--- config.mk ---
export PLATFORM = sky130hd
export DESIGN_NAME = prime_enumerator_trial_division_top
export DESIGN_NICKNAME = d
export VERILOG_FILES = /design/src/sv/pet_pkg.sv /design/src/sv/pet_divider.sv /design/src/sv/pet_datapath.sv /design/src/sv/pet_controller.sv /design/src/sv/prime_enumerator_trial_division_top.sv
export SDC_FILE = /design/constraint.sdc
export NUM_CORES = 1
export LEC_CHECK = 0
export ABC_CLOCK_PERIOD_IN_PS = 2350
export BUFFER_PORTS_ARGS = -buffer_cell sky130_fd_sc_hd__buf_2
export CAP_MARGIN = 30
export CORE_UTILIZATION = 35
export CTS_CLUSTER_DIAMETER = 50
export DETAILED_ROUTE_END_ITERATION = 7
export SLEW_MARGIN = 10
export SYNTH_ARGS = -nofsm -noshare
export SYNTH_HDL_FRONTEND = slang
export SYNTH_SLANG_ARGS = --single-unit
--- constraint.sdc ---
create_clock -name clk -period 2.35 [get_ports clk]
set_input_delay 0 -clock clk [delete_from_list [all_inputs] [get_ports clk]]
set_output_delay 0 -clock clk [all_outputs]
set_load 0.005 [all_outputs]
--- src/sv/pet_pkg.sv ---
`timescale 1ns / 1ps
`default_nettype none
package pet_pkg;

  localparam int NUM_W     = 9;
  localparam int POS_W     = 6;
  localparam int COUNT_W   = 7;
  localparam int DIVR_W    = 5;
  localparam int SQ_W      = 10;
  localparam int MAX_RESULTS = 64;
  localparam int DIV_STEPS = 9;
  localparam int STEP_W    = 4;

  typedef struct packed {
    logic load;
    logic cand_init;
    logic div_start;
    logic d_step;
    logic n_step;
    logic take_prime;
    logic emit_pend;
    logic emit_none;
    logic emit_last;
  } cmd_t;

  typedef struct packed {
    logic lim_lt2;
    logic cand_over;
    logic root_over;
    logic div_done;
    logic rem_zero;
    logic count_full;
    logic have_pend;
    logic out_free;
  } status_t;

endpackage
`default_nettype wire

--- src/sv/pet_divider.sv ---
`timescale 1ns / 1ps
`default_nettype none
module pet_divider (
  input  wire logic                        clk,
  input  wire logic                        rst_n,
  input  wire logic                        start,
  input  wire logic [pet_pkg::NUM_W-1:0]   dividend,
  input  wire logic [pet_pkg::DIVR_W-1:0]  divisor,
  output logic                             done,
  output logic [pet_pkg::DIVR_W-1:0]       rem
);

  logic                          busy_r, busy_nxt;
  logic                          done_r, done_nxt;
  logic [pet_pkg::STEP_W-1:0]    cnt_r, cnt_nxt;
  logic [pet_pkg::NUM_W-1:0]     shift_r, shift_nxt;
  logic [pet_pkg::DIVR_W-1:0]    rem_r, rem_nxt;
  logic [pet_pkg::DIVR_W-1:0]    div_r, div_nxt;
  logic [pet_pkg::DIVR_W:0]      trial;

  always_comb begin
    busy_nxt  = busy_r;
    done_nxt  = 1'b0;
    cnt_nxt   = cnt_r;
    shift_nxt = shift_r;
    rem_nxt   = rem_r;
    div_nxt   = div_r;
    trial     = {rem_r, shift_r[pet_pkg::NUM_W-1]};
    if (start) begin
      busy_nxt  = 1'b1;
      cnt_nxt   = pet_pkg::STEP_W'(pet_pkg::DIV_STEPS);
      shift_nxt = dividend;
      rem_nxt   = '0;
      div_nxt   = divisor;
    end else if (busy_r) begin
      if (trial >= {1'b0, div_r}) begin
        rem_nxt = pet_pkg::DIVR_W'(trial - {1'b0, div_r});
      end else begin
        rem_nxt = pet_pkg::DIVR_W'(trial);
      end
      shift_nxt = {shift_r[pet_pkg::NUM_W-2:0], 1'b0};
      cnt_nxt   = cnt_r - 1'b1;
      if (cnt_r == pet_pkg::STEP_W'(1)) begin
        busy_nxt = 1'b0;
        done_nxt = 1'b1;
      end
    end
  end

  always_ff @(posedge clk) begin
    if (!rst_n) begin
      busy_r <= 1'b0;
      done_r <= 1'b0;
      cnt_r  <= '0;
    end else begin
      busy_r <= busy_nxt;
      done_r <= done_nxt;
      cnt_r  <= cnt_nxt;
    end
    shift_r <= shift_nxt;
    rem_r   <= rem_nxt;
    div_r   <= div_nxt;
  end

  assign done = done_r;
  assign rem  = rem_r;

endmodule
`default_nettype wire

--- src/sv/pet_datapath.sv ---
`timescale 1ns / 1ps
`default_nettype none
module pet_datapath #(
  parameter int MAX_LIMIT = 311
) (
  input  wire logic                        clk,
  input  wire logic                        rst_n,
  input  wire pet_pkg::cmd_t               cmd,
  output pet_pkg::status_t                 status,
  input  wire logic [pet_pkg::NUM_W-1:0]   in_limit,
  output logic                             out_valid,
  input  wire logic                        out_stall,
  output logic [pet_pkg::NUM_W-1:0]        out_prime,
  output logic [pet_pkg::POS_W-1:0]        out_position,
  output logic                             out_last,
  output logic                             out_none_found
);

  localparam logic [pet_pkg::NUM_W-1:0] LIM_CAP = pet_pkg::NUM_W'(MAX_LIMIT);

  logic [pet_pkg::NUM_W-1:0]   lim_r, n_r, pend_prime_r;
  logic [pet_pkg::DIVR_W-1:0]  d_r;
  logic [pet_pkg::SQ_W-1:0]    sq_r;
  logic [pet_pkg::COUNT_W-1:0] count_r;
  logic [pet_pkg::POS_W-1:0]   pend_pos_r;
  logic                        have_pend_r;
  logic                        out_valid_r;
  logic [pet_pkg::NUM_W-1:0]   out_prime_r;
  logic [pet_pkg::POS_W-1:0]   out_pos_r;
  logic                        out_last_r, out_none_r;
  logic [pet_pkg::NUM_W-1:0]   lim_sat;
  logic                        div_done;
  logic [pet_pkg::DIVR_W-1:0]  div_rem;

  assign lim_sat = (in_limit > LIM_CAP) ? LIM_CAP : in_limit;

  pet_divider u_div (
    .clk      (clk),
    .rst_n    (rst_n),
    .start    (cmd.div_start),
    .dividend (n_r),
    .divisor  (d_r),
    .done     (div_done),
    .rem      (div_rem)
  );

  always_comb begin
    status.lim_lt2    = (lim_r < pet_pkg::NUM_W'(2));
    status.cand_over  = (n_r > lim_r);
    status.root_over  = (sq_r > pet_pkg::SQ_W'(n_r));
    status.div_done   = div_done;
    status.rem_zero   = (div_rem == '0);
    status.count_full = (count_r == pet_pkg::COUNT_W'(pet_pkg::MAX_RESULTS - 1));
    status.have_pend  = have_pend_r;
    status.out_free   = !out_valid_r || !out_stall;
  end

  always_ff @(posedge clk) begin
    if (!rst_n) begin
      have_pend_r <= 1'b0;
      out_valid_r <= 1'b0;
      count_r     <= '0;
    end else begin
      if (cmd.load) begin
        have_pend_r <= 1'b0;
        count_r     <= '0;
      end else if (cmd.take_prime) begin
        have_pend_r <= 1'b1;
        count_r     <= count_r + 1'b1;
      end
      if (cmd.emit_pend || cmd.emit_none) begin
        out_valid_r <= 1'b1;
      end else if (!out_stall) begin
        out_valid_r <= 1'b0;
      end
    end
    if (cmd.load) begin
      lim_r <= lim_sat;
      n_r   <= pet_pkg::NUM_W'(2);
    end else if (cmd.n_step) begin
      n_r <= n_r + 1'b1;
    end
    if (cmd.cand_init) begin
      d_r  <= pet_pkg::DIVR_W'(2);
      sq_r <= pet_pkg::SQ_W'(4);
    end else if (cmd.d_step) begin
      d_r  <= d_r + 1'b1;
      sq_r <= sq_r + pet_pkg::SQ_W'({d_r, 1'b1});
    end
    if (cmd.take_prime) begin
      pend_prime_r <= n_r;
      pend_pos_r   <= count_r[pet_pkg::POS_W-1:0];
    end
    if (cmd.emit_pend) begin
      out_prime_r <= pend_prime_r;
      out_pos_r   <= pend_pos_r;
      out_last_r  <= cmd.emit_last;
      out_none_r  <= 1'b0;
    end else if (cmd.emit_none) begin
      out_prime_r <= '0;
      out_pos_r   <= '0;
      out_last_r  <= 1'b1;
      out_none_r  <= 1'b1;
    end
  end

  assign out_valid      = out_valid_r;
  assign out_prime      = out_prime_r;
  assign out_position   = out_pos_r;
  assign out_last       = out_last_r;
  assign out_none_found = out_none_r;

endmodule
`default_nettype wire

--- src/sv/pet_controller.sv ---
`timescale 1ns / 1ps
`default_nettype none
module pet_controller (
  input  wire logic              clk,
  input  wire logic              rst_n,
  input  wire logic              in_valid,
  output logic                   in_stall,
  input  wire pet_pkg::status_t  status,
  output pet_pkg::cmd_t          cmd
);

  typedef enum logic [6:0] {
    S_IDLE  = 7'b0000001,
    S_START = 7'b0000010,
    S_NEXT  = 7'b0000100,
    S_CHECK = 7'b0001000,
    S_DIV   = 7'b0010000,
    S_PRIME = 7'b0100000,
    S_FLUSH = 7'b1000000
  } state_t;

  state_t state_r, state_nxt;

  always_comb begin
    state_nxt = state_r;
    cmd       = '0;
    in_stall  = 1'b1;
    case (state_r)
      S_IDLE: begin
        in_stall = 1'b0;
        if (in_valid) begin
          cmd.load  = 1'b1;
          state_nxt = S_START;
        end
      end
      S_START: begin
        if (status.lim_lt2) begin
          if (status.out_free) begin
            cmd.emit_none = 1'b1;
            state_nxt     = S_IDLE;
          end
        end else begin
          state_nxt = S_NEXT;
        end
      end
      S_NEXT: begin
        if (status.cand_over) begin
          state_nxt = S_FLUSH;
        end else begin
          cmd.cand_init = 1'b1;
          state_nxt     = S_CHECK;
        end
      end
      S_CHECK: begin
        if (status.root_over) begin
          state_nxt = S_PRIME;
        end else begin
          cmd.div_start = 1'b1;
          state_nxt     = S_DIV;
        end
      end
      S_DIV: begin
        if (status.div_done) begin
          if (status.rem_zero) begin
            cmd.n_step = 1'b1;
            state_nxt  = S_NEXT;
          end else begin
            cmd.d_step = 1'b1;
            state_nxt  = S_CHECK;
          end
        end
      end
      S_PRIME: begin
        if (!status.have_pend || status.out_free) begin
          cmd.emit_pend  = status.have_pend;
          cmd.take_prime = 1'b1;
          cmd.n_step     = 1'b1;
          state_nxt      = status.count_full ? S_FLUSH : S_NEXT;
        end
      end
      S_FLUSH: begin
        if (status.out_free) begin
          cmd.emit_pend = 1'b1;
          cmd.emit_last = 1'b1;
          state_nxt     = S_IDLE;
        end
      end
      default: begin
        state_nxt = S_IDLE;
      end
    endcase
  end

  always_ff @(posedge clk) begin
    if (!rst_n) begin
      state_r <= S_IDLE;
    end else begin
      state_r <= state_nxt;
    end
  end

endmodule
`default_nettype wire

--- src/sv/prime_enumerator_trial_division_top.sv ---
// prime enumerator by trial division
// input channel: one beat carries in_limit; values above MAX_LIMIT are taken as MAX_LIMIT.
// in_stall is high while a run is in progress; a new beat is taken only between runs,
// though the final result of the previous run may still wait in the output register.
// result channel: one beat per prime, ascending, with out_position counting from zero
// and out_last on the final beat; a limit below two gives a single beat with
// out_none_found and out_last set and prime and position zero.
// each prime is held back one step so that out_last can be set on the true final prime,
// so the first result appears only once the next prime (or the end of the range) is found.
// each trial division runs on a shared restoring divider, one quotient bit a cycle.
// a stalled receiver holds the output register; the run pauses whenever a new result
// is ready and the previous one has not been taken.
// synchronous active-low reset returns the controller to idle and drops out_valid.
`timescale 1ns / 1ps
`default_nettype none
module prime_enumerator_trial_division_top #(
  parameter int MAX_LIMIT = 311
) (
  input  wire logic                       clk,
  input  wire logic                       rst_n,
  input  wire logic                       in_valid,
  output logic                            in_stall,
  input  wire logic [pet_pkg::NUM_W-1:0]  in_limit,
  output logic                            out_valid,
  input  wire logic                       out_stall,
  output logic [pet_pkg::NUM_W-1:0]       out_prime,
  output logic [pet_pkg::POS_W-1:0]       out_position,
  output logic                            out_last,
  output logic                            out_none_found
);

  pet_pkg::cmd_t    cmd;
  pet_pkg::status_t status;

  pet_controller u_ctrl (
    .clk      (clk),
    .rst_n    (rst_n),
    .in_valid (in_valid),
    .in_stall (in_stall),
    .status   (status),
    .cmd      (cmd)
  );

  pet_datapath #(
    .MAX_LIMIT (MAX_LIMIT)
  ) u_dp (
    .clk            (clk),
    .rst_n          (rst_n),
    .cmd            (cmd),
    .status         (status),
    .in_limit       (in_limit),
    .out_valid      (out_valid),
    .out_stall      (out_stall),
    .out_prime      (out_prime),
    .out_position   (out_position),
    .out_last       (out_last),
    .out_none_found (out_none_found)
  );

endmodule
`default_nettype wire

==> results of run 1 <==
## registers in the layout, summed over array words and instances, names as in the netlist, 4 cells and up
signal,flops
u_dp.u_div.rem,5
u_dp.pend_pos_r,6
u_dp.u_div.div_r,5
u_dp.out_prime,9
u_dp.count_r,7
u_dp.u_div.cnt_r,4
u_dp.pend_prime_r,9
u_dp.sq_r,10
u_dp.lim_r,9
u_dp.u_div.shift_r,9
u_dp.n_r,9
u_dp.d_r,5
u_ctrl.state_r,7
u_dp.out_position,6
## cells in the final DEF (no fill, tap or decap), types with 8 or more instances in the layout
cell,n
a21oi_1,26
and2_1,17
buf_2,31
buf_4,23
clkbuf_16,10
dfxtp_1,52
dlygate4sd3_1,10
edfxtp_1,54
ha_1,32
inv_1,38
mux2_2,9
nand2_1,34
nand2b_1,10
nand3_1,18
nor2_1,43
nor2b_1,9
nor3_1,11
o21ai_0,16
or3_1,8
xnor2_1,13
## power by group through the flow
stage          registers (mW)  logic [mW]  clock network (mW)
2_1_floorplan            2.04       0.211                   0
3_3_place_gp             2.04       0.285                   0
3_5_place_dp             2.05       0.292                   0
4_1_cts                  2.00       0.307                1.64
5_1_grt                  2.01       0.350                1.71
6_report                 2.00       0.309                1.61
## cells by family (layout without fill, tap and decap cells)
kind of cell	Yosys count	in the layout	synth area share, %
AO/OA/AOI/OAI	86	86	10.6
XOR/XNOR	20	20	3.31
adder cells (fa/ha/maj)	35	35	8.55
buffers and inverters	53	124	4.11
flip-flops	106	106	50.3
multiplexers	15	15	3.05
AND/OR/NAND/NOR	194	194	20.1
## final cells by class
| cell class | count | share of cell area, % |
|---|---|---|
| clock buffers | 11 | 4.18 |
| inverters | 41 | 2.44 |
| clock inverters | 5 | 0.952 |
| multi-input cells | 350 | 38.8 |
| repair buffers | 67 | 7.73 |
| well taps | 184 | 3.65 |
| flip-flops and latches | 106 | 42.2 |
## worst max-delay path by stage
stage	slack, ps	endpoint
after floorplan	50	u_dp.u_div.shift_r[4]$_DFFE_PP_
after global placement	80	u_dp.u_div.shift_r[8]$_DFFE_PP_
after detailed placement	80	u_dp.u_div.cnt_r[1]$_SDFFE_PP0P_
after CTS	70	u_dp.u_div.cnt_r[1]$_SDFFE_PP0P_
after global routing	10	u_dp.sq_r[8]$_SDFFE_PP0P_
final	110	u_dp.u_div.shift_r[6]$_DFFE_PP_
## routing by layer
metal	global-route usage, %	part of all wire (%)	routed length [um]
met1	18.6	48	5190
met2	24.2	47	5010
met3	3.47	3.3	349
met4	5.81	1.7	181
met5	0	0	0
## worst max-delay path, delay by kind of cell (launching register included)
family                     cells  cell delay (ps)
buffers and inverters          3              520
adders and majority gates      1              240
AOI/OAI and AO/OA              2              310
and+or+nand+nor                2              360
DFF                            1              310
muxes                          1              270
## stage by stage
stage	power (mW)	util, %
after global placement	2.33	40.0
after floorplan	2.25	-
final	3.92	43.1
after global routing	4.07	43.1
after detailed placement	2.34	40.0
after CTS	3.95	42.9
## repair_timing
item	in CTS	in global routing
hold endpoints to repair	10	0
resized for setup	0	5
setup endpoints to repair	0	22
hold buffers	10	0
==> metrics.md, run 1 <==
| Metric | Value |
|---|---|
| Vias | 3826 |
| Ys flop type | edfxtp_1 |
| Top cell type's share of synthesized area | about 30% |
| Fillers | 1393 |
| Worst r2r src | u_dp.n_r[3]$_SDFFE_PP0P_ |
| Top post-synthesis cells by area | edfxtp_1, dfxtp_1, ha_1 |
| Critical path cell sequence | inv_1 -> ha_4 -> a211oi_1 -> nor2_1 -> nor4b_1 -> buf_4 -> o21bai_4 -> buf_12 -> mux2_2 |
| Tmin final | 2240 ps |
| Placer congestion estimate | 0.828 |
| Core Area | 0.0146 mm^2 |
| Placed cells | between 700 and 800 |
| Dominant cell type by area after synthesis | edfxtp_1 |
| Setup TNS | 0 ps |
| Max VDD drop | between 0.0003 and 0.0004 V |
| Latest clock arrival within the worst-skew pair | 360 ps |
| Drt wl/cell | approximately 14 um |
| Flop2flop setup slack | 110 ps |
| TritonCTS Sinks | 106 |
| Hold_sp | out_stall |
| Final Max Slew Viols | 0 |
| Row count | 44 |
| Register area | 0.00266 mm^2 |
| Tcrit/Tclk final | about 96% |
| Share of layout cells above drive strength 1 | 17.9% |
| Int Pwr | 3.03 mW |
| Reg clk slew, reported paths | 70 ps |
| Nets | around 620 |
| WHS Path Cells | 3 |
| Switching pwr | between 0.8 and 0.9 mW |
| Post-synth cell types | 65 |
| Hold Slack | 23.3 ps |
| Mean area per synthesized cell | 10.4 um^2 |
| Synth top cells by count | edfxtp_1, dfxtp_1, nor2_1, inv_1, nand2_1 |
| Static Leak | 2.45 nW |
| DRT antenna net count | 0 |
| Critical Path AT | 2350 ps |
| Largest stage delay on the critical path | around 310 ps |
| Status | finished with violations |
| Tightest Pin Transition | 592 ps |
| Clock Skew | slightly below 7 ps |
| Area after DPL | 0.00586 mm^2 |
| CP startpoint | u_dp.n_r[3]$_SDFFE_PP0P_ |
| First-pass GRT wire length | ~18 mm |
| Seq/Total Area, Yosys | 50.3% |
| CTS H-tree depth | 3 |
| Detailed Route Iter0 Violations | roughly 250 |
| Cells after synthesis | 509 |
| Hold Fails Final Rpt | 0 |
| Count leader, synth | edfxtp_1 |
| Pre-CTS setup slack | 84.5 ps |
| HP Class | input pin to register |
| Total track usage | 14.7% |
| Mapped cell area | 0.00530 mm^2 |
| Post-synth EDFFs | 54 |
| Critical Path RT | 2460 ps |
| Reg power frac | 51.1% |
| N_diodes | 0 |
| YS warnings | 0 |
| Vias in the first global route | 3797 |
| R2R cell count | 9 |
| Post-synthesis async set-or-reset flop share | 0% |
| CTS Buf Count | 9 |
| Crit Reg-Reg Endpoint | u_dp.u_div.shift_r[6]$_DFFE_PP_ |
| Worst Path Max Fanout | 10 |
| Clock Power Share | 41.0% |
| CTS tree | built |
| Logic pwr share | 7.9% |
| Port bufs | 31 |
| FF+latch count, synth | 106 |
| HPWL Detailed | 7.95 mm |
| Final WL | 10.7 mm |
| Initial Util | 36.2% |
| DRC Markers | 4 |
| Slew margin rel. | 60.3% |
| Design Area, Final | 0.00631 mm^2 |
| Setup WS post-layout | 106 ps |
| P&R area growth vs syn | 19.1% |
| # Max-Cap Violations | 0 |
| Worst Setup End Kind | register |
| I/O pin total | 32 |
| Highest Clock Rate | roughly 0.45 GHz |
| Sw Share | 22.6% |
| DRT Pass-1 Iters | 6 |
| CTS max path bufs | 2 |
| Total global routing overflow | 0 |
| Hold Crit Endpoint | u_dp.out_valid$_SDFFE_PN0P_ |
| Die X-Extent | 125 um |
| Die area | 0.0156 mm^2 |
| Initial antenna violation count | 0 |
| Root buffer cell | clkbuf_16 |
| RSZ-0062 raised after global routing | no |
| Setup violations, final | 0 |
| Worst setup SP type | register |
| Layout Cells excl Fill | 764 |
| Vias per cell | 5.01 |
| Slowest CP cell | dfxtp_1 |
| Setup CP Type | register to register |
| Ratio of total power to cell area | 621 mW/mm^2 |
| Syn_nets | 557 |
| Die height | 125 um |
| Failing checks | DRC |
| Largest net degree at the start of global routing | 18 |
| Post-CTS setup buffer count | 0 |
| Area occupied by multi-input gates | 0.00245 mm^2 |
No activity file was read; power rests on OpenSTA's default activity.
==> run 2: changes to the inputs <==
ABC_CLOCK_PERIOD_IN_PS = 2100   (was 2350)
clock period = 2.1 ns   (was 2.35 ns; I/O delays follow)
==> metrics.md, run 2 (synthesized netlist as in run 1, its figures left out) <==
| Metric | Value |
|---|---|
| Vias | 4030 (+5.3%) |
| Critical path cell sequence | inv_2 -> ha_4 -> and4_1 -> o21ai_0 -> nor4b_4 -> o21bai_4 -> buf_6 -> mux2_2 |
| DRT Pass-1 Iters | 7 (+1) |
| Hold Fails Final Rpt | 0 (unchanged) |
| Vias in the first global route | 4163 (+9.6%) |
| Detailed Route Iter0 Violations | 286 (+15%) |
| Die height | 125 um (unchanged) |
| Status | finished with violations |
| Final WL | 11.8 mm (+9.7%) |
| Most frequent cells in the layout | edfxtp_1, buf_4, nor2_1, dfxtp_1, inv_1 |
| Static Leak | 2.66 nW (+8.4%) |
| Crit Reg-Reg Endpoint | u_dp.u_div.shift_r[5]$_DFFE_PP_ |
| Row count | 44 (unchanged) |
| Slowest CP cell | dfxtp_2 |
| TritonCTS Sinks | 106 (unchanged) |
| Setup TNS | 0 ps (unchanged) |
| Critical Path AT | 2160 ps (-190 ps) |
| Largest stage delay on the critical path | 340 ps (+30 ps) |
| DRC Markers | 8 (+4) |
| Final Max Slew Viols | 0 (unchanged) |
| Reg clk slew, reported paths | 70 ps (about the same) |
| Critical Path RT | 2200 ps (-260 ps) |
| Nets | 656 (+5.3%) |
| Initial antenna violation count | 0 (unchanged) |
| Latest clock arrival within the worst-skew pair | 350 ps (about the same) |
| HPWL Detailed | 8.62 mm (+8.4%) |
| Largest net degree at the start of global routing | 23 (+5) |
| Max reg flops | 10 (unchanged) |
| Fillers | 1350 (-3.1%) |
| Port bufs | 31 (unchanged) |
| Flop2flop setup slack | 40 ps (-70 ps) |
| # Max-Cap Violations | 0 (unchanged) |
| Highest Clock Rate | 0.485 GHz (+8.9%) |
| Share of layout cells above drive strength 1 | 28.1% (+10 points) |
| Setup CP Type | register to register |
| R2R cell count | 8 (-1) |
| Worst setup SP type | register |
| Die X-Extent | 125 um (unchanged) |
| Failing checks | DRC |
| HP Class | input pin to register |
| Worst Setup End Kind | register |
| Initial Util | 36.2% (unchanged) |
| CTS Buf Count | 9 (unchanged) |
| Largest Register | u_dp.sq_r |
| Core Area | 0.0146 mm^2 (unchanged) |
| Design Power | 4.47 mW (+14%) |
| Worst r2r src | u_dp.n_r[3]$_SDFFE_PP0P_ |
| I/O pin total | 32 (unchanged) |
| N_diodes | 0 (unchanged) |
| Tightest Pin Transition | 469 ps (-123 ps) |
| Setup violations, final | 0 (unchanged) |
| CTS H-tree depth | 3 (unchanged) |
| Vias per cell | 5.06 (+0.97%) |
| Max VDD drop | 0.000391 V (-1.4%) |
| P&R area growth vs syn | 27.8% |
| DRT antenna net count | 0 (unchanged) |
| RSZ-0062 raised after global routing | yes |
| Total track usage | 15.7% (+1.1 points) |
| Delay-heaviest family, CP | simple AND/OR/NAND/NOR gates |
| CTS tree | built |
| Drt wl/cell | 14.8 um (+5.2%) |
| CP bufs+invs | 2 (-1) |
| Hold_sp | out_stall |
| Worst Path Max Fanout | 6 (-4) |
| Tmin final | 2060 ps (-184 ps) |
| Slew margin rel. | 68.4% (+8.1 points) |
| CP Capture Point | u_dp.u_div.shift_r[5]$_DFFE_PP_ |
| Area after DPL | 0.00607 mm^2 (+3.5%) |
| CP Depth | 8 (-1) |
| Placer congestion estimate | 0.848 (+2.4%) |
| Commonest non-fill, non-tap cell in the layout | edfxtp_1 |
| Tcrit/Tclk final | 98.1% (+2.6 points) |
| First-pass GRT wire length | 19.4 mm (+6.7%) |
| Ratio of total power to cell area | 660 mW/mm^2 (+6.2%) |
| Design Area, Final | 0.00677 mm^2 (+7.3%) |
| Total global routing overflow | 0 (unchanged) |
| Clock Skew | 7.23 ps (+0.278 ps) |
| CP startpoint | u_dp.n_r[3]$_SDFFE_PP0P_ |
| Die area | 0.0156 mm^2 (unchanged) |
| CTS max path bufs | 2 (unchanged) |
| Root buffer cell | clkbuf_16 |
run 2: worst min-delay path by stage:
stage	slack, ps	cells after the start	to
floorplan	170	1	u_dp.lim_r[8]$_SDFFCE_PN1P_
global placement	240	1	u_dp.lim_r[8]$_SDFFCE_PN1P_
detailed placement	250	1	u_dp.lim_r[8]$_SDFFCE_PN1P_
CTS	30	3	u_dp.out_valid$_SDFFE_PN0P_
global route	60	3	u_dp.out_valid$_SDFFE_PN0P_
finish	40	3	u_dp.out_valid$_SDFFE_PN0P_
run 2: worst register-to-register path: cells and delay by family, from the launching register on:
family	cells	cell delay, ps
fa+ha+maj	1	280
compound gates	2	280
flops	1	340
buf+inv	2	240
simple gates	2	350
mux	1	330
run 2: routing by layer:
layer	vias up	share of wire [%]	track usage, %
met3	15	3.4	4.02
met1	1924	46	18.4
li1	2019	-	-
met5	-	0	0
met4	0	1.8	6.74
met2	72	49	27.3
run 2: final cells by class:
type	count	area (um^2)	area share, %
Clock inverter	7	98.8	1.46
Timing Repair Buffer	100	754	11.1
Sequential cell	106	2680	39.5
Inverter	41	159	2.35
Clock buffer	9	225	3.33
Tap cell	184	230	3.40
Multi-Input combinational cell	350	2630	38.8
run 2: timing repair:
action | in CTS | in global routing
setup endpoints to repair | 21 | 54
pin swaps | 4 | 14
hold buffers | 10 | 0
buffers inserted | 2 | 5
hold endpoints to repair | 10 | 0
gates resized for setup | 12 | 36
cloned | 0 | 1
run 2: stage by stage:
step / utilization [%] / instances / hold slack, ps / setup WS [ps]
final: 46.2 / 797 / 41.3 / 39.7
after global routing: 46.2 / 797 / 57.2 / -35.1
after CTS: 44.8 / 791 / 27.0 / -23.3
after detailed placement: 41.4 / 763 / 246 / -77.8
after global placement: 41.4 / 763 / 242 / 1.28
after floorplan: - / 509 / 167 / -82.5
run 2: where the power goes:
part	internal (mW)	leakage (nW)	switching, mW
logic	0.194	1.55	0.208
clock network	1.05	0.156	0.776
registers	2.20	0.956	0.0385
total	3.45	2.66	1.02
